File: src/hdl/press_count_confirm_blink_sequencer_defines.svh
// Assertion macros shared by the press-count confirm and blink sequencer.
`ifndef PRESS_COUNT_CONFIRM_BLINK_SEQUENCER_DEFINES_SVH
`define PRESS_COUNT_CONFIRM_BLINK_SEQUENCER_DEFINES_SVH

`ifndef SYNTHESIS
`define PCCBS_ASSERT_NOW(lbl, ck, rn, ante, cons) \
	lbl: assert property (@(posedge ck) disable iff (!rn) (ante) |-> (cons)) \
		else $error("pccbs assertion failed");
`define PCCBS_ASSERT_NEXT(lbl, ck, rn, ante, cons) \
	lbl: assert property (@(posedge ck) disable iff (!rn) (ante) |=> (cons)) \
		else $error("pccbs assertion failed");
`else
`define PCCBS_ASSERT_NOW(lbl, ck, rn, ante, cons)
`define PCCBS_ASSERT_NEXT(lbl, ck, rn, ante, cons)
`endif

`endif

File: src/hdl/pccbs_pkg.sv
// Types and constants of the press-count confirm and blink sequencer.
package pccbs_pkg;

	localparam int TICK_W   = 16;
	localparam int COUNT_W  = 5;
	localparam int PADDR_W  = 5;
	localparam int PDATA_W  = 32;
	localparam int REG_IDX_W = 3;

	localparam logic [COUNT_W-1:0] COUNT_MIN = 5'd1;
	localparam logic [COUNT_W-1:0] COUNT_MAX = 5'd19;

	localparam logic MODE_TICK = 1'b0;
	localparam logic MODE_KEY  = 1'b1;

	localparam logic [REG_IDX_W-1:0] REG_ON_TICKS      = 3'd0;
	localparam logic [REG_IDX_W-1:0] REG_OFF_TICKS     = 3'd1;
	localparam logic [REG_IDX_W-1:0] REG_PAUSE_TICKS   = 3'd2;
	localparam logic [REG_IDX_W-1:0] REG_CONFIRM_TICKS = 3'd3;
	localparam logic [REG_IDX_W-1:0] REG_LED_OFF_LEVEL = 3'd4;

	localparam logic [TICK_W-1:0] ON_TICKS_RST      = 16'd150;
	localparam logic [TICK_W-1:0] OFF_TICKS_RST     = 16'd150;
	localparam logic [TICK_W-1:0] PAUSE_TICKS_RST   = 16'd1000;
	localparam logic [TICK_W-1:0] CONFIRM_TICKS_RST = 16'd5000;
	localparam logic              LED_OFF_LEVEL_RST = 1'b0;

	typedef struct packed {
		logic [TICK_W-1:0] on_ticks;
		logic [TICK_W-1:0] off_ticks;
		logic [TICK_W-1:0] pause_ticks;
		logic [TICK_W-1:0] confirm_ticks;
		logic              led_off_level;
	} cfg_t;

	typedef struct packed {
		logic               led_level;
		logic               led_owned;
		logic               save_valid;
		logic               save_target;
		logic [COUNT_W-1:0] save_count;
	} result_t;

endpackage

File: src/hdl/pccbs_regs.sv
// Configuration register file with its APB-style access port.
module pccbs_regs (
	input  logic                           clk,
	input  logic                           arst_n,
	input  logic                           psel,
	input  logic                           penable,
	input  logic                           pwrite,
	input  logic [pccbs_pkg::PADDR_W-1:0]  paddr,
	input  logic [pccbs_pkg::PDATA_W-1:0]  pwdata,
	output logic [pccbs_pkg::PDATA_W-1:0]  prdata,
	output logic                           pready,
	output pccbs_pkg::cfg_t                cfg
);
	import pccbs_pkg::*;

	cfg_t                 cfg_q;
	logic [REG_IDX_W-1:0] idx;
	logic                 wr_en;

	assign pready = 1'b1;
	assign idx    = paddr[PADDR_W-1:2];
	assign wr_en  = psel && penable && pwrite && pready;
	assign cfg    = cfg_q;

	always_ff @(posedge clk or negedge arst_n) begin
		if (!arst_n) begin
			cfg_q.on_ticks      <= ON_TICKS_RST;
			cfg_q.off_ticks     <= OFF_TICKS_RST;
			cfg_q.pause_ticks   <= PAUSE_TICKS_RST;
			cfg_q.confirm_ticks <= CONFIRM_TICKS_RST;
			cfg_q.led_off_level <= LED_OFF_LEVEL_RST;
		end else if (wr_en) begin
			case (idx)
				REG_ON_TICKS:      cfg_q.on_ticks      <= pwdata[TICK_W-1:0];
				REG_OFF_TICKS:     cfg_q.off_ticks     <= pwdata[TICK_W-1:0];
				REG_PAUSE_TICKS:   cfg_q.pause_ticks   <= pwdata[TICK_W-1:0];
				REG_CONFIRM_TICKS: cfg_q.confirm_ticks <= pwdata[TICK_W-1:0];
				REG_LED_OFF_LEVEL: cfg_q.led_off_level <= pwdata[0];
				default: ;
			endcase
		end
	end

	always_comb begin
		case (idx)
			REG_ON_TICKS:      prdata = {{(PDATA_W-TICK_W){1'b0}}, cfg_q.on_ticks};
			REG_OFF_TICKS:     prdata = {{(PDATA_W-TICK_W){1'b0}}, cfg_q.off_ticks};
			REG_PAUSE_TICKS:   prdata = {{(PDATA_W-TICK_W){1'b0}}, cfg_q.pause_ticks};
			REG_CONFIRM_TICKS: prdata = {{(PDATA_W-TICK_W){1'b0}}, cfg_q.confirm_ticks};
			REG_LED_OFF_LEVEL: prdata = {{(PDATA_W-1){1'b0}}, cfg_q.led_off_level};
			default:           prdata = '0;
		endcase
	end

endmodule

File: src/hdl/pccbs_core.sv
// Sequencer state with the per-transaction confirm and blink update.
`include "press_count_confirm_blink_sequencer_defines.svh"

module pccbs_core (
	input  logic                           clk,
	input  logic                           arst_n,
	input  logic                           step,
	input  logic                           mode,
	input  logic                           key_target,
	input  logic [pccbs_pkg::COUNT_W-1:0]  press_count,
	input  pccbs_pkg::cfg_t                cfg,
	output pccbs_pkg::result_t             res
);
	import pccbs_pkg::*;

	logic               pending_q, pending_d;
	logic               target_kind_q, target_kind_d;
	logic [COUNT_W-1:0] armed_count_q, armed_count_d;
	logic [COUNT_W-1:0] blinks_done_q, blinks_done_d;
	logic               lit_q, lit_d;
	logic [TICK_W-1:0]  phase_left_q, phase_left_d;
	logic [TICK_W-1:0]  confirm_left_q, confirm_left_d;
	logic [TICK_W-1:0]  confirm_dec;
	logic [TICK_W-1:0]  phase_dec;
	logic               count_ok;

	assign count_ok    = press_count inside {[COUNT_MIN:COUNT_MAX]};
	assign confirm_dec = (confirm_left_q == '0) ? '0 : confirm_left_q - TICK_W'(1);
	assign phase_dec   = (phase_left_q == '0) ? '0 : phase_left_q - TICK_W'(1);

	always_comb begin
		pending_d       = pending_q;
		target_kind_d   = target_kind_q;
		armed_count_d   = armed_count_q;
		blinks_done_d   = blinks_done_q;
		lit_d           = lit_q;
		phase_left_d    = phase_left_q;
		confirm_left_d  = confirm_left_q;
		res.save_valid  = 1'b0;
		res.save_target = 1'b0;
		res.save_count  = '0;
		if (step) begin
			if (mode == MODE_KEY) begin
				if (count_ok) begin
					pending_d      = 1'b1;
					target_kind_d  = key_target;
					armed_count_d  = press_count;
					confirm_left_d = cfg.confirm_ticks;
					blinks_done_d  = '0;
					lit_d          = 1'b1;
					phase_left_d   = cfg.on_ticks;
				end
			end else if (pending_q) begin
				confirm_left_d = confirm_dec;
				if (confirm_dec == '0) begin
					res.save_valid  = 1'b1;
					res.save_target = target_kind_q;
					res.save_count  = armed_count_q;
					pending_d       = 1'b0;
				end else begin
					phase_left_d = phase_dec;
					if (phase_dec == '0) begin
						if (lit_q) begin
							lit_d         = 1'b0;
							blinks_done_d = blinks_done_q + COUNT_W'(1);
							phase_left_d  = cfg.off_ticks;
						end else if (blinks_done_q >= armed_count_q) begin
							blinks_done_d = '0;
							phase_left_d  = cfg.pause_ticks;
						end else begin
							lit_d        = 1'b1;
							phase_left_d = cfg.on_ticks;
						end
					end
				end
			end
		end
		res.led_owned = pending_d;
		res.led_level = (pending_d && lit_d) ? ~cfg.led_off_level : cfg.led_off_level;
	end

	always_ff @(posedge clk or negedge arst_n) begin
		if (!arst_n) begin
			pending_q      <= 1'b0;
			target_kind_q  <= 1'b0;
			armed_count_q  <= '0;
			blinks_done_q  <= '0;
			lit_q          <= 1'b0;
			phase_left_q   <= '0;
			confirm_left_q <= '0;
		end else begin
			pending_q      <= pending_d;
			target_kind_q  <= target_kind_d;
			armed_count_q  <= armed_count_d;
			blinks_done_q  <= blinks_done_d;
			lit_q          <= lit_d;
			phase_left_q   <= phase_left_d;
			confirm_left_q <= confirm_left_d;
		end
	end

	`PCCBS_ASSERT_NOW(a_armed_in_range, clk, arst_n, pending_q, (armed_count_q >= COUNT_MIN) && (armed_count_q <= COUNT_MAX))
	`PCCBS_ASSERT_NOW(a_blinks_bounded, clk, arst_n, pending_q, blinks_done_q <= armed_count_q)
	`PCCBS_ASSERT_NEXT(a_expiry_clears, clk, arst_n, step && (mode == MODE_TICK) && pending_q && (confirm_left_q <= TICK_W'(1)), !pending_q)

endmodule

File: src/hdl/press_count_confirm_blink_sequencer.sv
// Top level of the press-count confirm and blink sequencer.
//
// Takes one transaction per clock while item_stall is low: a tick or a key
// result. Each accepted transaction gives exactly one result, through the
// input register and then the result register. The confirm and blink
// counters are updated between the input register and the result register.
// The result register frees the input side: while a result waits under
// stall, one more transaction is still taken into the input register. The
// user writes configuration registers over the APB-style port only while no
// transaction is in flight; the block itself does not enforce this.
module press_count_confirm_blink_sequencer (
	input  logic                           clk,
	input  logic                           arst_n,
	input  logic                           psel,
	input  logic                           penable,
	input  logic                           pwrite,
	input  logic [pccbs_pkg::PADDR_W-1:0]  paddr,
	input  logic [pccbs_pkg::PDATA_W-1:0]  pwdata,
	output logic [pccbs_pkg::PDATA_W-1:0]  prdata,
	output logic                           pready,
	input  logic                           item_valid,
	output logic                           item_stall,
	input  logic                           mode,
	input  logic                           key_target,
	input  logic [pccbs_pkg::COUNT_W-1:0]  press_count,
	output logic                           result_valid,
	input  logic                           result_stall,
	output logic                           led_level,
	output logic                           led_owned,
	output logic                           save_valid,
	output logic                           save_target,
	output logic [pccbs_pkg::COUNT_W-1:0]  save_count
);
	import pccbs_pkg::*;

	cfg_t               cfg;
	result_t            res;
	result_t            res_q;
	logic               valid_s1;
	logic               mode_s1;
	logic               key_target_s1;
	logic [COUNT_W-1:0] press_count_s1;
	logic               result_valid_q;
	logic               advance;
	logic               accept;
	logic               step;

	assign advance    = !result_valid_q || !result_stall;
	assign item_stall = valid_s1 && !advance;
	assign accept     = item_valid && !item_stall;
	assign step       = valid_s1 && advance;

	pccbs_regs u_regs (
		.clk     (clk),
		.arst_n  (arst_n),
		.psel    (psel),
		.penable (penable),
		.pwrite  (pwrite),
		.paddr   (paddr),
		.pwdata  (pwdata),
		.prdata  (prdata),
		.pready  (pready),
		.cfg     (cfg)
	);

	pccbs_core u_core (
		.clk         (clk),
		.arst_n      (arst_n),
		.step        (step),
		.mode        (mode_s1),
		.key_target  (key_target_s1),
		.press_count (press_count_s1),
		.cfg         (cfg),
		.res         (res)
	);

	always_ff @(posedge clk or negedge arst_n) begin
		if (!arst_n) begin
			valid_s1       <= 1'b0;
			result_valid_q <= 1'b0;
		end else begin
			valid_s1       <= accept || (valid_s1 && !advance);
			result_valid_q <= step || (result_valid_q && result_stall);
		end
	end

	always_ff @(posedge clk) begin
		if (accept) begin
			mode_s1        <= mode;
			key_target_s1  <= key_target;
			press_count_s1 <= press_count;
		end
		if (step) begin
			res_q <= res;
		end
	end

	assign result_valid = result_valid_q;
	assign led_level    = res_q.led_level;
	assign led_owned    = res_q.led_owned;
	assign save_valid   = res_q.save_valid;
	assign save_target  = res_q.save_target;
	assign save_count   = res_q.save_count;

endmodule

File: config.mk
export PLATFORM = sky130hd
export DESIGN_NAME = press_count_confirm_blink_sequencer
export DESIGN_NICKNAME = d
export VERILOG_FILES = /design/src/hdl/pccbs_pkg.sv /design/src/hdl/pccbs_regs.sv /design/src/hdl/pccbs_core.sv /design/src/hdl/press_count_confirm_blink_sequencer.sv
export VERILOG_INCLUDE_DIRS = /design/src /design/src/hdl
export SDC_FILE = /design/constraint.sdc
export NUM_CORES = 1
export LEC_CHECK = 0
export ABC_AREA = 1
export BUFFER_PORTS_ARGS = -buffer_cell sky130_fd_sc_hd__buf_2
export CORE_ASPECT_RATIO = 1.75
export CORE_MARGIN = 4
export CORE_UTILIZATION = 50
export CTS_CLUSTER_DIAMETER = 150
export CTS_CLUSTER_SIZE = 24
export DETAILED_ROUTE_END_ITERATION = 8
export MAX_ROUTING_LAYER = met4
export PLACE_DENSITY = 0.73
export SLEW_MARGIN = 30
export SYNTH_ARGS = -nofsm -noshare
export SYNTH_HDL_FRONTEND = slang
export SYNTH_SLANG_ARGS = --single-unit
export TNS_END_PERCENT = 100
File: constraint.sdc
create_clock -name clk -period 2.15 [get_ports clk]
set_input_delay 0.1075 -clock clk [delete_from_list [all_inputs] [get_ports clk]]
set_output_delay 0.1075 -clock clk [all_outputs]
set_load 0.02 [all_outputs]
==> impl_metrics.csv <==
group,metric,value,unit
synthesis,synthFlopType,"dfrtp_1",
die,row_count,58,
placed_design,pre_cts_setup_slack,-239.7,ps
grt,grt_max_degree,63,
setup_path,cpPeakStageDelay,410,ps
power_and_ir_drop,power.ir.vdd_worst,0.7279,mV
synthesis,synth_sequential_area_ratio,44.29,%
placed_design,placed_cells,1249,
synthesis,synth-edff-count,16,
clocking,clk_pin_slew_worst_paths,70,ps
die,die-width,100.4,µm
final_layout,final_layout_size_suffix_gt1_share,32.28,%
setup_path,timing.critical_path.to_type,"register",
synthesis,synth.top_cell.area_share,31.17,%
final_layout,area.growth.synth_to_final,32.64,%
routing,detail_route.wl_per_cell,16.90,µm
final_layout,multi_input_comb_area,3771,µm²
grt,grt_pass1_wl,36000,µm
setup_path,slowest_stage,"dfrtp_1",
sta,final.period_utilization,112.0,%
clocking,cts_root_buffer,"clkbuf_16",
routing,ant_nets,0,
placed_design,place_congestion,0.9455,
synthesis,synth.lib_cells_used.distinct,49,
synthesis,synthMostInstantiatedCell,"nand2_1",
setup_path,worstPathRequired,2490,ps
die,die_height,169.7,µm
run_status,result_of_the_run,"finished with violations",
setup_path,start_kind,"register",
synthesis,synth.area.top_cells,"dfrtp_1 31%, nand2_1 10%, o21ai_0 7.7%",
sta,worst_clock_skew,9.466,ps
synthesis,syn_avg_cell_area,7.986,µm²
die,floorplan.initialDensity,51.45,%
grt,grt_antenna_before_repair,0,
sta,hold_violations,0,
flow_run,max_cap_violations,0,
grt,grt_overflow,0,
synthesis,synth.cells.most_frequent,"207 x nand2_1, 115 x o21ai_0, 106 x inv_1",
placed_design,io_buffer_count,59,
sta,holdWs,6.176,ps
placed_design,dp_hpwl,15450,µm
power_and_ir_drop,pwrdens,1158,nW/µm²
sta,timing.setup.tns,-5416,ps
grt,track_usage,27.45,%
setup_path,critical_path.cell_chain,"nor2_2, nand2_1, nor2_4, nand2_4, nand3_1, nand2_1, nor2_4, buf_4, nand4_4, nand2_8, a21oi_4, o21ai_2, o21ai_1, a21oi_1",
routing,num_vias,7364,
final_layout,final.fill_count,1141,
synthesis,area_leader_netlist,"dfrtp_1",
clocking,cts_tree,"done",
min_path,hold_path_class,"primary input to register",
sta,finalSetupViolCount,31,
setup_path,criticalPathCategory,"register to register",
synthesis,post_synth_inst_count,935,
clocking,worstSkewPairLatency,420,ps
clocking,clk_sink_count,128,
final_layout,sequential_cell_area,3308,µm²
die,fp.dieArea,17030,µm²
clocking,cts-htree-levels,4,
synthesis,postSynthRegisterBits,128,
synthesis,yosys_warnings,0,
synthesis,syn_area,7467,µm²
run_status,violations,"setup timing",
routing,finalWirelength,22310,µm
clocking,clk_path_buf_depth,2,
routing,drt_pass1_iterations,5,
die,ioPinCount,95,
synthesis,synthArstFlopShare,87.50,%
routing,viasPerCell,5.579,
sta,clock.fmax,415.4,MHz
final_layout,nets,1187,
routing,drc,0,
sta,finalWorstSetupSlack,-257.3,ps
power_and_ir_drop,power.leakage,4.695,nW
setup_path,arrival_worst_endpoint,2750,ps
final_layout,antenna_cells_inserted,0,
final_layout,fin_cells,1320,
die,coreArea,14510,µm²
sta,report.final.slew_viol_count,0,
setup_path,critical_path_peak_fanout,8,
grt,via_count_of_the_first_global_routing_pass,7594,
sta,rsz0062_at_grt,"yes",
routing,detail_route.iter0.violations,452,
clocking,cts_made_buffers,17,
sta,timing.final.crit_period,2407,ps
critical path: cells and delay by family, from the launching register on:
family	cells	cell delay [ps]
AO/OA/AOI/OAI	4	410
buffers and inverters	1	140
flip-flops	1	410
AND/OR/NAND/NOR	9	1350
area by class of cell:
type | count | area share, %
repair buffers | 211 | 15.70
inverters | 119 | 4.586
clock inverters | 15 | 1.668
multi-input cells | 650 | 38.07
flip-flops and latches | 128 | 33.40
well taps | 180 | 2.274
clock buffers | 17 | 4.295
metrics by stage:
step / power (mW) / util [%] / area, µm²
after floorplan: 6.011 / - / 7541
after global placement: 7.854 / 59.77 / 8675
after detailed placement: 7.943 / 59.77 / 8675
after CTS: 11.12 / 66.66 / 9674
after global routing: 12.13 / 68.24 / 9905
final: 11.47 / 68.24 / 9905
cell families after synthesis:
group	after synthesis	share of synthesized area, %
flip-flops	128	44.29
AO/OA/AOI/OAI	251	19.84
other	2	0.1006
buffers and inverters	174	10.07
AND/OR/NAND/NOR	368	23.84
XOR/XNOR	3	0.3519
adder cells (fa/ha/maj)	9	1.508
timing repair:
item	4_1_cts	5_1_grt
cloned	2	0
buffers inserted	5	11
endpoints found under the hold margin	100	0
gates resized for setup	43	40
endpoints found under the setup margin	30	41
hold buffers	21	0
pin swaps	9	19
layer usage:
metal  track usage (%)  part of all wire, %
met1             28.71                   37
met2             50.40                   56
met3             3.826                  4.2
met4             11.73                  3.1
met5                 -                    0
worst paths after layout:
path	start	end	slack [ps]	depth (start not counted)
worst max-delay path	u_core.confirm_left_q[3]$_DFFE_PN0P_	u_core.blinks_done_q[2]$_DFFE_PN0P_	-260	14
worst min-delay path	pwdata[9]	u_regs.cfg[42]$_DFFE_PN0P_	6	3
worst max register to register	u_core.confirm_left_q[3]$_DFFE_PN0P_	u_core.blinks_done_q[2]$_DFFE_PN0P_	-260	14
worst min register to register	u_regs.cfg[40]$_DFFE_PN1P_	u_regs.cfg[40]$_DFFE_PN1P_	480	2
max in group asynchronous	arst_n	u_core.phase_left_q[6]$_DFFE_PN0P_	1270	3
min in group asynchronous	arst_n	u_regs.cfg[43]$_DFFE_PN0P_	110	2
power breakdown:
group	internal [mW]	switching, mW	total, mW
Combinational	2.21	2.80	5.01
Sequential	3.04	0.504	3.54
Clock	1.65	1.27	2.92
state kept, by name, summed over array words and instances (netlist names), 5 cells and up:
name / count
u_core.blinks_done_q: 5
u_core.confirm_left_q: 16
u_core.phase_left_q: 16
u_regs.cfg: 65
u_core.armed_count_q: 5
save_count: 5
press_count_s1: 5
layout by cell type (no fill, tap or decap), types with 14 or more instances in the layout:
master         Yosys  layout
edfxtp_1          16      16
nand2_1          207     197
dfrtp_1           93      92
nand3_2           11      15
nor2_4             7      19
buf_4             17     122
nor2_2            13      14
nor2_1            50      38
clkbuf_16          0      17
inv_1            106     101
nand3_1           45      39
a21oi_1           33      26
o22ai_1           20      17
conb_1             2      17
o211ai_1          21      21
dfstp_2           19      19
nand2_2           11      19
o21ai_0          115     107
dlygate4sd3_1      0      21
buf_2              1      58
o21ai_1           29      35
Power figures use the tool's default switching activity.
